**src/rtl/tsa_pkg.sv**
```systemverilog
// Shared types, constants and command codes of the touch slot allocator.
`default_nettype none
package tsa_pkg;

  localparam int unsigned SLOTS       = 10;
  localparam int unsigned MAX_RESULTS = 20;
  localparam int unsigned MAX_EXPIRE  = MAX_RESULTS / 2;
  localparam int unsigned CNT_W       = $clog2(MAX_EXPIRE + 1);

  localparam int unsigned KIND_W = 3;
  localparam int unsigned ID_W   = 32;
  localparam int unsigned SLOT_W = 4;
  localparam int unsigned TICK_W = 16;
  localparam int unsigned RES_W  = 2;
  localparam int unsigned OP_W   = 3;

  localparam logic [TICK_W-1:0] EXPIRE_RESET = 16'd1000;

  localparam logic [KIND_W-1:0] KIND_ACQUIRE    = 3'd0;
  localparam logic [KIND_W-1:0] KIND_REFRESH    = 3'd1;
  localparam logic [KIND_W-1:0] KIND_RELEASE    = 3'd2;
  localparam logic [KIND_W-1:0] KIND_QUERY_ID   = 3'd3;
  localparam logic [KIND_W-1:0] KIND_QUERY_SLOT = 3'd4;
  localparam logic [KIND_W-1:0] KIND_TICK       = 3'd5;

  localparam logic [RES_W-1:0] RES_RESPONSE = 2'd0;
  localparam logic [RES_W-1:0] RES_SELECT   = 2'd1;
  localparam logic [RES_W-1:0] RES_UP       = 2'd2;

  localparam logic [OP_W-1:0] OP_NONE       = 3'd0;
  localparam logic [OP_W-1:0] OP_EXEC       = 3'd1;
  localparam logic [OP_W-1:0] OP_TICK_START = 3'd2;
  localparam logic [OP_W-1:0] OP_EMIT_SEL   = 3'd3;
  localparam logic [OP_W-1:0] OP_EMIT_UP    = 3'd4;

  typedef struct packed {
    logic [KIND_W-1:0] kind;
    logic [ID_W-1:0]   identifier;
    logic [SLOT_W-1:0] slot_index;
  } req_t;

  typedef struct packed {
    logic [RES_W-1:0]  result_kind;
    logic [SLOT_W-1:0] slot;
    logic              ok;
    logic              last;
  } rsp_t;

  typedef struct packed {
    logic            load_req;
    logic [OP_W-1:0] op;
  } dp_cmd_t;

  typedef struct packed {
    logic [KIND_W-1:0] kind;
    logic              exp_any;
    logic              out_free;
  } dp_sts_t;

endpackage
`default_nettype wire

```
**src/rtl/tsa_ctrl.sv**
```systemverilog
// Controller state machine sequencing requests and tick event emission.
`default_nettype none
module tsa_ctrl
  import tsa_pkg::*;
(
  input  wire logic    clk_i,
  input  wire logic    rst_ni,
  input  wire logic    in_valid_i,
  output logic         in_ready_o,
  input  wire dp_sts_t sts_i,
  output dp_cmd_t      cmd_o
);

  localparam logic [1:0] ST_IDLE = 2'd0;
  localparam logic [1:0] ST_EXEC = 2'd1;
  localparam logic [1:0] ST_SCAN = 2'd2;
  localparam logic [1:0] ST_UP   = 2'd3;

  logic [1:0] state_q, state_d;

  always_comb begin
    state_d        = state_q;
    in_ready_o     = 1'b0;
    cmd_o.load_req = 1'b0;
    cmd_o.op       = OP_NONE;
    case (state_q)
      ST_IDLE: begin
        in_ready_o = 1'b1;
        if (in_valid_i) begin
          cmd_o.load_req = 1'b1;
          state_d        = ST_EXEC;
        end
      end
      ST_EXEC: begin
        if (sts_i.kind == KIND_TICK) begin
          cmd_o.op = OP_TICK_START;
          state_d  = ST_SCAN;
        end else if (sts_i.out_free) begin
          cmd_o.op = OP_EXEC;
          state_d  = ST_IDLE;
        end
      end
      ST_SCAN: begin
        if (!sts_i.exp_any) begin
          state_d = ST_IDLE;
        end else if (sts_i.out_free) begin
          cmd_o.op = OP_EMIT_SEL;
          state_d  = ST_UP;
        end
      end
      ST_UP: begin
        if (sts_i.out_free) begin
          cmd_o.op = OP_EMIT_UP;
          state_d  = ST_SCAN;
        end
      end
      default: begin
        state_d = ST_IDLE;
      end
    endcase
  end

  always_ff @(posedge clk_i or negedge rst_ni) begin
    if (!rst_ni) begin
      state_q <= ST_IDLE;
    end else begin
      state_q <= state_d;
    end
  end

endmodule
`default_nettype wire

```
**src/rtl/tsa_dp.sv**
```systemverilog
// Datapath: slot table, identifier match, expiry mask and output register.
`default_nettype none
module tsa_dp
  import tsa_pkg::*;
(
  input  wire logic              clk_i,
  input  wire logic              rst_ni,
  input  wire logic              cfg_we_i,
  input  wire logic [TICK_W-1:0] cfg_wdata_i,
  input  wire req_t              in_req_i,
  input  wire dp_cmd_t           cmd_i,
  output dp_sts_t                sts_o,
  output logic                   out_valid_o,
  input  wire logic              out_ready_i,
  output rsp_t                   out_rsp_o
);

  req_t              req_q;
  logic [TICK_W-1:0] expire_q;
  logic [SLOTS-1:0]  used_q, used_d;
  logic [SLOTS-1:0]  exp_q, exp_d;
  logic [CNT_W-1:0]  cnt_q, cnt_d;
  logic [ID_W-1:0]   owner_q [SLOTS];
  logic [ID_W-1:0]   owner_d [SLOTS];
  logic [TICK_W-1:0] ticks_q [SLOTS];
  logic [TICK_W-1:0] ticks_d [SLOTS];
  logic              out_valid_q, out_valid_d;
  rsp_t              rsp_q, rsp_d;

  logic              hit, any_free, slot_reg, last_up;
  logic [SLOT_W-1:0] hit_idx, free_idx, sel_idx;
  logic [SLOTS-1:0]  exp_rest;
  logic              out_free;

  always_comb begin
    hit      = 1'b0;
    hit_idx  = '0;
    any_free = 1'b0;
    free_idx = '0;
    sel_idx  = '0;
    slot_reg = 1'b0;
    for (int i = SLOTS - 1; i >= 0; i--) begin
      if (used_q[i] && owner_q[i] == req_q.identifier) begin
        hit     = 1'b1;
        hit_idx = SLOT_W'(i);
      end
      if (!used_q[i]) begin
        any_free = 1'b1;
        free_idx = SLOT_W'(i);
      end
      if (exp_q[i]) begin
        sel_idx = SLOT_W'(i);
      end
      if (req_q.slot_index == SLOT_W'(i) && used_q[i]) begin
        slot_reg = 1'b1;
      end
    end
  end

  always_comb begin
    exp_rest = exp_q;
    for (int i = 0; i < SLOTS; i++) begin
      if (sel_idx == SLOT_W'(i)) begin
        exp_rest[i] = 1'b0;
      end
    end
    last_up = (exp_rest == '0) || (cnt_q == CNT_W'(MAX_EXPIRE - 1));
  end

  assign out_free       = !out_valid_q || out_ready_i;
  assign sts_o.kind     = req_q.kind;
  assign sts_o.exp_any  = |exp_q;
  assign sts_o.out_free = out_free;

  always_comb begin
    used_d      = used_q;
    exp_d       = exp_q;
    cnt_d       = cnt_q;
    owner_d     = owner_q;
    ticks_d     = ticks_q;
    out_valid_d = out_valid_q && !out_ready_i;
    rsp_d       = rsp_q;
    case (cmd_i.op)
      OP_EXEC: begin
        rsp_d.result_kind = RES_RESPONSE;
        rsp_d.slot        = '0;
        rsp_d.ok          = 1'b0;
        rsp_d.last        = 1'b1;
        out_valid_d       = 1'b1;
        case (req_q.kind)
          KIND_ACQUIRE: begin
            if (hit) begin
              rsp_d.slot = hit_idx;
              rsp_d.ok   = 1'b1;
            end else if (any_free) begin
              rsp_d.slot = free_idx;
              rsp_d.ok   = 1'b1;
              for (int i = 0; i < SLOTS; i++) begin
                if (free_idx == SLOT_W'(i)) begin
                  used_d[i]  = 1'b1;
                  owner_d[i] = req_q.identifier;
                  ticks_d[i] = expire_q;
                end
              end
            end
          end
          KIND_REFRESH, KIND_RELEASE, KIND_QUERY_ID: begin
            if (hit) begin
              rsp_d.slot = hit_idx;
              rsp_d.ok   = 1'b1;
              for (int i = 0; i < SLOTS; i++) begin
                if (hit_idx == SLOT_W'(i)) begin
                  if (req_q.kind == KIND_REFRESH) begin
                    ticks_d[i] = expire_q;
                  end
                  if (req_q.kind == KIND_RELEASE) begin
                    used_d[i] = 1'b0;
                  end
                end
              end
            end
          end
          KIND_QUERY_SLOT: begin
            rsp_d.slot = req_q.slot_index;
            rsp_d.ok   = slot_reg;
          end
          default: begin
            out_valid_d = out_valid_q && !out_ready_i;
          end
        endcase
      end
      OP_TICK_START: begin
        cnt_d = '0;
        for (int i = 0; i < SLOTS; i++) begin
          exp_d[i] = used_q[i] && (ticks_q[i] == '0);
          if (used_q[i] && ticks_q[i] != '0) begin
            ticks_d[i] = ticks_q[i] - TICK_W'(1);
          end
        end
      end
      OP_EMIT_SEL: begin
        rsp_d.result_kind = RES_SELECT;
        rsp_d.slot        = sel_idx;
        rsp_d.ok          = 1'b0;
        rsp_d.last        = 1'b0;
        out_valid_d       = 1'b1;
      end
      OP_EMIT_UP: begin
        rsp_d.result_kind = RES_UP;
        rsp_d.slot        = sel_idx;
        rsp_d.ok          = 1'b0;
        rsp_d.last        = last_up;
        out_valid_d       = 1'b1;
        cnt_d             = cnt_q + CNT_W'(1);
        exp_d             = last_up ? '0 : exp_rest;
        for (int i = 0; i < SLOTS; i++) begin
          if (sel_idx == SLOT_W'(i)) begin
            used_d[i] = 1'b0;
          end
        end
      end
      default: begin
        out_valid_d = out_valid_q && !out_ready_i;
      end
    endcase
  end

  always_ff @(posedge clk_i or negedge rst_ni) begin
    if (!rst_ni) begin
      expire_q    <= EXPIRE_RESET;
      used_q      <= '0;
      exp_q       <= '0;
      cnt_q       <= '0;
      out_valid_q <= 1'b0;
    end else begin
      if (cfg_we_i) begin
        expire_q <= cfg_wdata_i;
      end
      used_q      <= used_d;
      exp_q       <= exp_d;
      cnt_q       <= cnt_d;
      out_valid_q <= out_valid_d;
    end
  end

  always_ff @(posedge clk_i) begin
    if (cmd_i.load_req) begin
      req_q <= in_req_i;
    end
    owner_q <= owner_d;
    ticks_q <= ticks_d;
    rsp_q   <= rsp_d;
  end

  assign out_valid_o = out_valid_q;
  assign out_rsp_o   = rsp_q;

endmodule
`default_nettype wire

```
**src/rtl/touch_slot_allocator_top.sv**
```systemverilog
// Touch slot allocator: request in, responses and expiry events out.
// A request is loaded into the request register, then executed into the output
// register once it is free. No new request is taken until the last is done.
// Tick events go out one event per cycle while the output register is free.
// Reset clears all slots and loads the expiry time with 1000 ticks.
`default_nettype none
module touch_slot_allocator_top
  import tsa_pkg::*;
(
  input  wire logic              clk_i,
  input  wire logic              rst_ni,
  input  wire logic              cfg_we_i,
  input  wire logic [TICK_W-1:0] cfg_wdata_i,
  input  wire logic              in_valid_i,
  output logic                   in_ready_o,
  input  wire req_t              in_req_i,
  output logic                   out_valid_o,
  input  wire logic              out_ready_i,
  output rsp_t                   out_rsp_o
);

  dp_cmd_t cmd;
  dp_sts_t sts;

  tsa_ctrl u_ctrl (
    .clk_i      (clk_i),
    .rst_ni     (rst_ni),
    .in_valid_i (in_valid_i),
    .in_ready_o (in_ready_o),
    .sts_i      (sts),
    .cmd_o      (cmd)
  );

  tsa_dp u_dp (
    .clk_i       (clk_i),
    .rst_ni      (rst_ni),
    .cfg_we_i    (cfg_we_i),
    .cfg_wdata_i (cfg_wdata_i),
    .in_req_i    (in_req_i),
    .cmd_i       (cmd),
    .sts_o       (sts),
    .out_valid_o (out_valid_o),
    .out_ready_i (out_ready_i),
    .out_rsp_o   (out_rsp_o)
  );

endmodule
`default_nettype wire

```
**config.mk**
```make
export PLATFORM = sky130hd
export DESIGN_NAME = touch_slot_allocator_top
export DESIGN_NICKNAME = d
export VERILOG_FILES = /design/src/rtl/tsa_pkg.sv /design/src/rtl/tsa_ctrl.sv /design/src/rtl/tsa_dp.sv /design/src/rtl/touch_slot_allocator_top.sv
export SDC_FILE = /design/constraint.sdc
export NUM_CORES = 1
export LEC_CHECK = 0
export BUFFER_PORTS_ARGS = -buffer_cell sky130_fd_sc_hd__buf_2
export CAP_MARGIN = 20
export CORE_MARGIN = 8
export CORE_UTILIZATION = 43
export CTS_BUF_LIST = sky130_fd_sc_hd__clkbuf_8
export DETAILED_ROUTE_END_ITERATION = 10
export PLACE_DENSITY = 0.72
export REMOVE_ABC_BUFFERS = 1
export SYNTH_ARGS = -nofsm -noshare
export SYNTH_HDL_FRONTEND = slang
export SYNTH_SLANG_ARGS = --single-unit
```
**constraint.sdc**
```tcl
create_clock -name clk_i -period 4.55 [get_ports clk_i]
set_input_delay 0.2275 -clock clk_i [delete_from_list [all_inputs] [get_ports clk_i]]
set_output_delay 0.2275 -clock clk_i [all_outputs]
set_load 0.05 [all_outputs]
```
==> results of run 1 <==
-- metrics by stage --
stage | setup slack [ns] | util, % | cell area, um^2 | instances | TNS, ns
finish | 0.3444 | 49.63 | 31190 | 3265 | 0
global route | 0.09567 | 49.63 | 31190 | 3265 | 0
CTS | 0.3975 | 49.58 | 31160 | 3263 | 0
detailed placement | 0.4245 | 46.14 | 29000 | 3046 | 0
global placement | 0.5000 | 46.14 | 29000 | 3046 | 0
floorplan | -9.601 | - | 26730 | 2045 | -2493.88
-- cell type report --
class / instances / area share (%)
Tap cell: 846 / 3.394
Clock inverter: 64 / 0.8905
Timing Repair Buffer: 215 / 5.415
Inverter: 42 / 0.5054
Multi-Input combinational cell: 1433 / 31.40
Sequential cell: 570 / 54.21
Clock buffer: 95 / 4.192
-- Yosys cell counts (4+ instances only) --
master	instances
nand3_1	38
a21o_1	4
nand4b_1	12
edfxtp_1	527
o22ai_1	4
buf_1	5
nor4_1	122
nand4_1	50
or2_2	5
o21ai_0	41
nand2_1	100
a211oi_1	6
xnor2_1	191
inv_1	42
mux2_2	17
nor4b_1	10
nand3b_1	9
or4_1	19
dfrtp_1	37
a31oi_1	21
xor2_1	254
ha_1	12
or3_1	35
buf_6	12
o41ai_1	4
nand2b_1	25
clkbuf_1	42
dfstp_2	6
o21a_1	4
nor3_1	95
nor2_1	104
o31ai_1	11
buf_4	20
a21oi_1	180
-- power by group through the flow --
stage | clock, mW | sequential [mW] | combinational [mW]
global placement | 0 | 6.91 | 3.22
global route | 4.23 | 6.89 | 3.60
floorplan | 0 | 7.18 | 1.69
CTS | 4.00 | 6.84 | 3.33
finish | 3.93 | 6.85 | 3.38
detailed placement | 0 | 6.95 | 3.28
-- cells by family after synthesis --
group | count (synthesis) | synth area share, %
simple gates | 653 | 13.22
flops | 570 | 62.16
xor+xnor | 445 | 14.33
compound gates | 300 | 6.422
buf+inv | 122 | 2.295
mux | 22 | 0.9798
fa+ha+maj | 13 | 0.5888
-- critical path: stages, from the launching register on --
cell and delay (ns):
edfxtp_1 1.07, buf_4 0.26, xor2_1 0.19, nor3_1 0.08
nand3_1 0.07, or3_1 0.20, nand4bb_2 0.27, nor4b_4 0.47
nand2_1 0.51, nor3_2 0.29, buf_4 0.42
-- state kept, by name (all words and copies together), names as in the netlist --
name,cells
u_dp.ticks_q,160
u_dp.out_rsp_o,8
u_dp.exp_q,10
u_dp.used_q,10
u_dp.out_valid_o,1
u_dp.req_q,36
u_dp.owner_q,320
u_dp.sts_o,3
u_dp.cnt_q,4
u_ctrl.state_q,2
u_dp.expire_q,16
-- metal layers --
layer	global-route usage (%)	vias to the layer above	share of wire, %	wire (um)
met3	3.617	177	7.9	5710
met5	0	-	0	0
li1	-	8427	-	-
met4	7.590	0	3.5	2552
met1	26.31	9207	41	29940
met2	32.08	894	47	33980
-- worst paths after layout --
kind / from / to / slack, ns
worst max-delay path: u_dp.req_q[9]$_DFFE_PP_ / u_dp.owner_q[146]$_DFFE_PP_ / 0.34
worst min-delay path: cfg_we_i / u_dp.expire_q[6]$_DFFE_PN1P_ / 0.06
worst max register to register: u_dp.req_q[9]$_DFFE_PP_ / u_dp.owner_q[146]$_DFFE_PP_ / 0.34
worst min register to register: u_dp.cnt_q[3]$_DFFE_PN0P_ / u_dp.cnt_q[3]$_DFFE_PN0P_ / 0.51
max in group asynchronous: rst_ni / u_dp.expire_q[5]$_DFFE_PN1P_ / 3.46
min in group asynchronous: rst_ni / u_dp.expire_q[15]$_DFFE_PN0P_ / 0.55
==> summary.md, run 1 <==
| Metric | Value |
|---|---|
| Die Ht | `267.5 um` |
| VDD IR max | `360.9 uV` |
| Status | `complete, no violations` |
| Max cap viols | `0` |
| Mapped Area | `27,200 um^2` |
| Tmin final | `4.206 ns` |
| Tcrit/Tclk final | `92.43%` |
| Core area | `62,850 um^2` |
| CTS tree | `done` |
| Reg clk slew, reported paths | `0.06 ns` |
| Global-route wire length before repair | `109.7 mm` |
| RSZ-0062 raised after global routing | `false` |
| Final hold viol count | `0` |
| Pwr Total | `14.16 mW` |
| Post-layout net count | `2,421` |
| Async SR Flop Fraction | `7.544%` |
| CP Capture Type | `flop` |
| Antenna cells | `0` |
| Clock sink total | `570` |
| Achievable frequency | `237.8 MHz` |
| Critical Path Fanout Max | `32` |
| Mean Syn Cell Area | `12.80 um^2` |
| Residual DRC | `0` |
| FF/Latch Area | `16,910 um^2` |
| GRT Util Overall | `19.78%` |
| Relative slew slack | `27.41%` |
| Initial Util | `43.28%` |
| Synthesis Warnings | `0` |
| CP Launch Type | `flop` |
| Worst-Skew Late Latency | `0.70 ns` |
| IO Port Bufs | `69` |
| Combinational Power Share | `23.9%` |
| # resized after CTS | `0` |
| Worst Path Required | `4.89 ns` |
| Post-synth EDFFs | `527` |
| Initial antenna violation count | `0` |
| Clk pwr share | `27.7%` |
| I/O Pins | `70` |
| Seq pwr share | `48.4%` |
| Hpwl dp | `46.38 mm` |
| Multi-input gate area | `9793 um^2` |
| Root buf cell | `clkbuf_8` |
| Hold Slack | `0.05999 ns` |
| Vias in the first global route | `18,760` |
| Setup Buffers After CTS | `0` |
| Count of pins over their slew limit | `0` |
| Switching power | `4.769 mW` |
| Commonest cells after routing, fill and taps aside | `edfxtp_1 (527), xor2_1 (254), xnor2_1 (191)` |
| Vias post-DR | `18,705` |
| DRT antenna net count | `0` |
| Power per cell area | `453.9 nW/um^2` |
| Synth top area share | `58.18%` |
| Setup Viol. Count Final | `0` |
| #FFs+latches synth | `570` |
| Drt pass-1 iters | `8` |
| Kind of critical path | `reg -> reg` |
| Top cells by area, synth | `edfxtp_1 (58%), xor2_1 (8.2%), xnor2_1 (6.2%)` |
| Clk_skew | `0.03039 ns` |
| Net Sw Frac | `33.68%` |
| Internal power | `9.390 mW` |
| CTS hold repair buffers | `58` |
| Inserted Clock Buffers | `87` |
| Hold Crit Class | `in -> reg` |
| Largest net degree at the start of global routing | `126` |
| Reg2Reg Depth | `10` |
| Largest area contributor in the netlist | `edfxtp_1` |
| Fraction of layout cells with a size suffix above 1 | `13.64%` |
| Total grt overflow | `0` |
| 1st-iter DRT viols | `1,986` |
| GP Congestion | `0.9290` |
| Leading cell type in the layout, fill and taps excluded | `edfxtp_1` |
| Worst Hold Depth | `2` |
| FILL cells | `5,371` |
| Avg WL per Cell | `22.11 um` |
| Clock tree buffer depth | `3` |
| Row Count | `92` |
| Netlist cell types | `74` |
| Slew @ Worst Pin | `1.089 ns` |
| Leakage power | `10.30 nW` |
| Register area share after synthesis | `62.16%` |
| Final WL | `72.19 mm` |
| Post-synth top flop | `edfxtp_1` |
| Die Width | `267.5 um` |
| Vias per std cell | `5.729` |
| Synth Instances | `2,125` |
| Area grow syn2layout | `14.68%` |
| CP arrival | `4.54 ns` |
| H-Tree Depth | `3` |
| Die Footprint | `71,560 um^2` |
(Power assumes the default switching activity.)
==> run 2: changes to the inputs <==
--- a/config.mk
+++ b/config.mk
@@ -12,6 +12,7 @@
 export CTS_BUF_LIST = sky130_fd_sc_hd__clkbuf_8
 export DETAILED_ROUTE_END_ITERATION = 10
 export PLACE_DENSITY = 0.72
+export RECOVER_POWER = 50
 export REMOVE_ABC_BUFFERS = 1
 export SYNTH_ARGS = -nofsm -noshare
 export SYNTH_HDL_FRONTEND = slang
==> run 2 against run 1 <==
  * The run now ends with max-capacitance violations, max-slew violations left
  * Design area is 0.57% lower
  * Wire length is 0.35% higher
  * Register-to-register slack worse by 0.11 ns
  * Via count is 0.20% higher
  * Non-clock buffer count stayed put
  * Global-route usage stayed put
  * Sequential cell count stayed put
  * First-iteration DRC count is 7.3% higher
  * Fmax is 2.5% lower
  * Worst setup slack worse by 0.11 ns
==> summary.md, run 2 (same netlist as run 1, synthesis figures left out) <==
| Metric | Value |
|---|---|
| Hold Crit Class | `in -> reg` |
| CTS hold repair buffers | `58 (unchanged)` |
| DRT antenna net count | `0 (unchanged)` |
| CP Launch Type | `flop` |
| I/O Pins | `70 (unchanged)` |
| Die Ht | `267.5 um (unchanged)` |
| Root buf cell | `clkbuf_8` |
| CTS tree | `done` |
| Worst Path Required | `4.93 ns (+0.04 ns)` |
| CP delay by family, top | `compound AO/OA/AOI/OAI gates` |
| Total grt overflow | `0 (unchanged)` |
| Max reg flops | `320 (unchanged)` |
| Count of pins over their slew limit | `73 (+73)` |
| Clock sink total | `570 (unchanged)` |
| Worst-Skew Late Latency | `0.70 ns (about the same)` |
| Residual DRC | `0 (unchanged)` |
| Achievable frequency | `231.8 MHz (-2.5%)` |
| RSZ-0062 raised after global routing | `false` |
| Initial Util | `43.28% (unchanged)` |
| Reg2Reg Depth | `10 (unchanged)` |
| Vias per std cell | `5.741 (+0.20%)` |
| Reg clk slew, reported paths | `0.06 ns (about the same)` |
| Critical Path Slowest Stage Cell | `o41ai_4` |
| Final hold viol count | `0 (unchanged)` |
| Antenna cells | `0 (unchanged)` |
| Hold Slack | `0.05600 ns (-0.003992 ns)` |
| RR Endpoint | `u_dp.ticks_q[24]$_DFFE_PP_` |
| Die Width | `267.5 um (unchanged)` |
| CP peak stage delay | `0.76 ns (-0.31 ns)` |
| # resized after CTS | `0 (unchanged)` |
| Commonest cells after routing, fill and taps aside | `edfxtp_1 (527), xor2_1 (254), xnor2_1 (191)` |
| Final WL | `72.44 mm (+0.35%)` |
| Slew @ Worst Pin | `2.819 ns (+1.730 ns)` |
| Drt pass-1 iters | `6 (-2)` |
| Fraction of layout cells with a size suffix above 1 | `11.37% (-2.3 points)` |
| Die Footprint | `71,560 um^2 (unchanged)` |
| CP arrival | `4.69 ns (+0.15 ns)` |
| Buf/Inv on CP | `2 (unchanged)` |
| Biggest register | `u_dp.owner_q` |
| Kind of critical path | `reg -> reg` |
| IO Port Bufs | `69 (unchanged)` |
| GP Congestion | `0.9290 (unchanged)` |
| Core area | `62,850 um^2 (unchanged)` |
| Leading cell type in the layout, fill and taps excluded | `edfxtp_1` |
| Leakage power | `10.12 nW (-1.7%)` |
| Inserted Clock Buffers | `87 (unchanged)` |
| Critical path origin | `u_dp.req_q[25]$_DFFE_PP_` |
| Tcrit/Tclk final | `94.82% (+2.4 points)` |
| Crit-path cells | `clkbuf_1 -> xor2_1 -> nor4_1 -> nand4_1 -> o41ai_4 -> or4_4 -> o21ai_2 -> o21bai_4 -> a2111oi_4 -> buf_4` |
| Hpwl dp | `46.38 mm (unchanged)` |
| Initial antenna violation count | `0 (unchanged)` |
| Setup crit end | `u_dp.ticks_q[24]$_DFFE_PP_` |
| H-Tree Depth | `3 (unchanged)` |
| Clk_skew | `0.03124 ns (+0.0008454 ns)` |
| Failing checks | `max-capacitance violations, max-slew violations` |
| Relative slew slack | `-87.93% (-120 points)` |
| Post-layout net count | `2,421 (unchanged)` |
| Post-route cell area | `31,020 um^2 (-0.57%)` |
| Max cap viols | `2 (+2)` |
| Clock tree buffer depth | `3 (unchanged)` |
| Critical Path Fanout Max | `16 (-50%)` |
| Setup Viol. Count Final | `0 (unchanged)` |
| VDD IR max | `362.9 uV (+0.58%)` |
| Largest regs | `u_dp.owner_q: 320 flops, u_dp.ticks_q: 160 flops, u_dp.req_q: 36 flops` |
| CP Capture Type | `flop` |
| Global-route wire length before repair | `109.7 mm (unchanged)` |
| Area grow syn2layout | `14.03%` |
| Largest net degree at the start of global routing | `126 (unchanged)` |
| Worst reg2reg setup slack | `0.24 ns (-0.11 ns)` |
| Power per cell area | `455.1 nW/um^2 (+0.27%)` |
| GRT Util Overall | `19.78% (unchanged)` |
| Dpl cell area | `29,000 um^2 (unchanged)` |
| Avg WL per Cell | `22.19 um (+0.35%)` |
| R2r startpoint | `u_dp.req_q[25]$_DFFE_PP_` |
| Vias in the first global route | `18,760 (unchanged)` |
| Vias post-DR | `18,743 (+0.20%)` |
| Setup Buffers After CTS | `0 (unchanged)` |
| 1st-iter DRT viols | `2,130 (+7.3%)` |
| Row Count | `92 (unchanged)` |
| Tmin final | `4.314 ns (+0.1086 ns)` |
| Stages on worst setup path | `10 (unchanged)` |
| Status | `finished with violations` |
-- run 2: cell types whose count changed in the layout (fill, tap and decap cells not counted), moves of 2 or more --
cell	change
clkbuf_2	+3
buf_2	-17
buf_12	-2
clkbuf_1	+48
dfstp_1	+5
buf_4	-33
dfstp_2	-5
-- run 2: how the worst min path moves through the flow --
stage,from,end,slack (ns),cells past startpoint
detailed placement,in_req_i[1],u_dp.req_q[1]$_DFFE_PP_,0.41,1
global placement,in_req_i[5],u_dp.req_q[5]$_DFFE_PP_,0.41,1
floorplan,rst_ni,u_ctrl.state_q[0]$_DFFE_PN0P_,-0.07,0
finish,cfg_we_i,u_dp.expire_q[6]$_DFFE_PN1P_,0.06,2
CTS,cfg_we_i,u_dp.expire_q[0]$_DFFE_PN0P_,0.00004,2
global route,cfg_we_i,u_dp.expire_q[0]$_DFFE_PN0P_,0.04,2
-- run 2: layer usage --
| layer | track usage [%] | wire length, um | vias up |
|---|---|---|---|
| met2 | 32.08 | 34160 | 889 |
| met4 | 7.590 | 2587 | 0 |
| met3 | 3.617 | 5768 | 174 |
| met1 | 26.31 | 29920 | 9269 |
| li1 | - | - | 8411 |
| met5 | 0 | 0 | - |
-- run 2: layout make-up --
cell class | count | area [um^2]
clock buffer | 95 | 1308
multi-input combinational | 1433 | 9787
timing repair buffer | 215 | 1519
tap | 846 | 1059
fill | 5423 | 31830
clock inverter | 64 | 277.8
sequential | 570 | 16910
inverter | 42 | 157.7
-- run 2: per-stage QoR --
| stage | worst slack, ns | instances | power [mW] | setup TNS, ns | utilization (%) |
|---|---|---|---|---|---|
| global placement | 0.5000 | 3046 | 10.13 | 0 | 46.14 |
| CTS | 0.3975 | 3263 | 14.18 | 0 | 49.58 |
| global route | 0.06375 | 3265 | 14.67 | 0 | 49.35 |
| floorplan | -9.601 | 2045 | 8.870 | -2493.88 | - |
| detailed placement | 0.4245 | 3046 | 10.22 | 0 | 46.14 |
| finish | 0.2357 | 3265 | 14.12 | 0 | 49.35 |
-- run 2: report_power, final --
| group | internal, mW | leakage (nW) | switching (mW) |
|---|---|---|---|
| Combinational | 1.00 | 3.89 | 2.32 |
| Clock | 1.92 | 0.927 | 2.01 |
| Sequential | 6.42 | 5.30 | 0.446 |
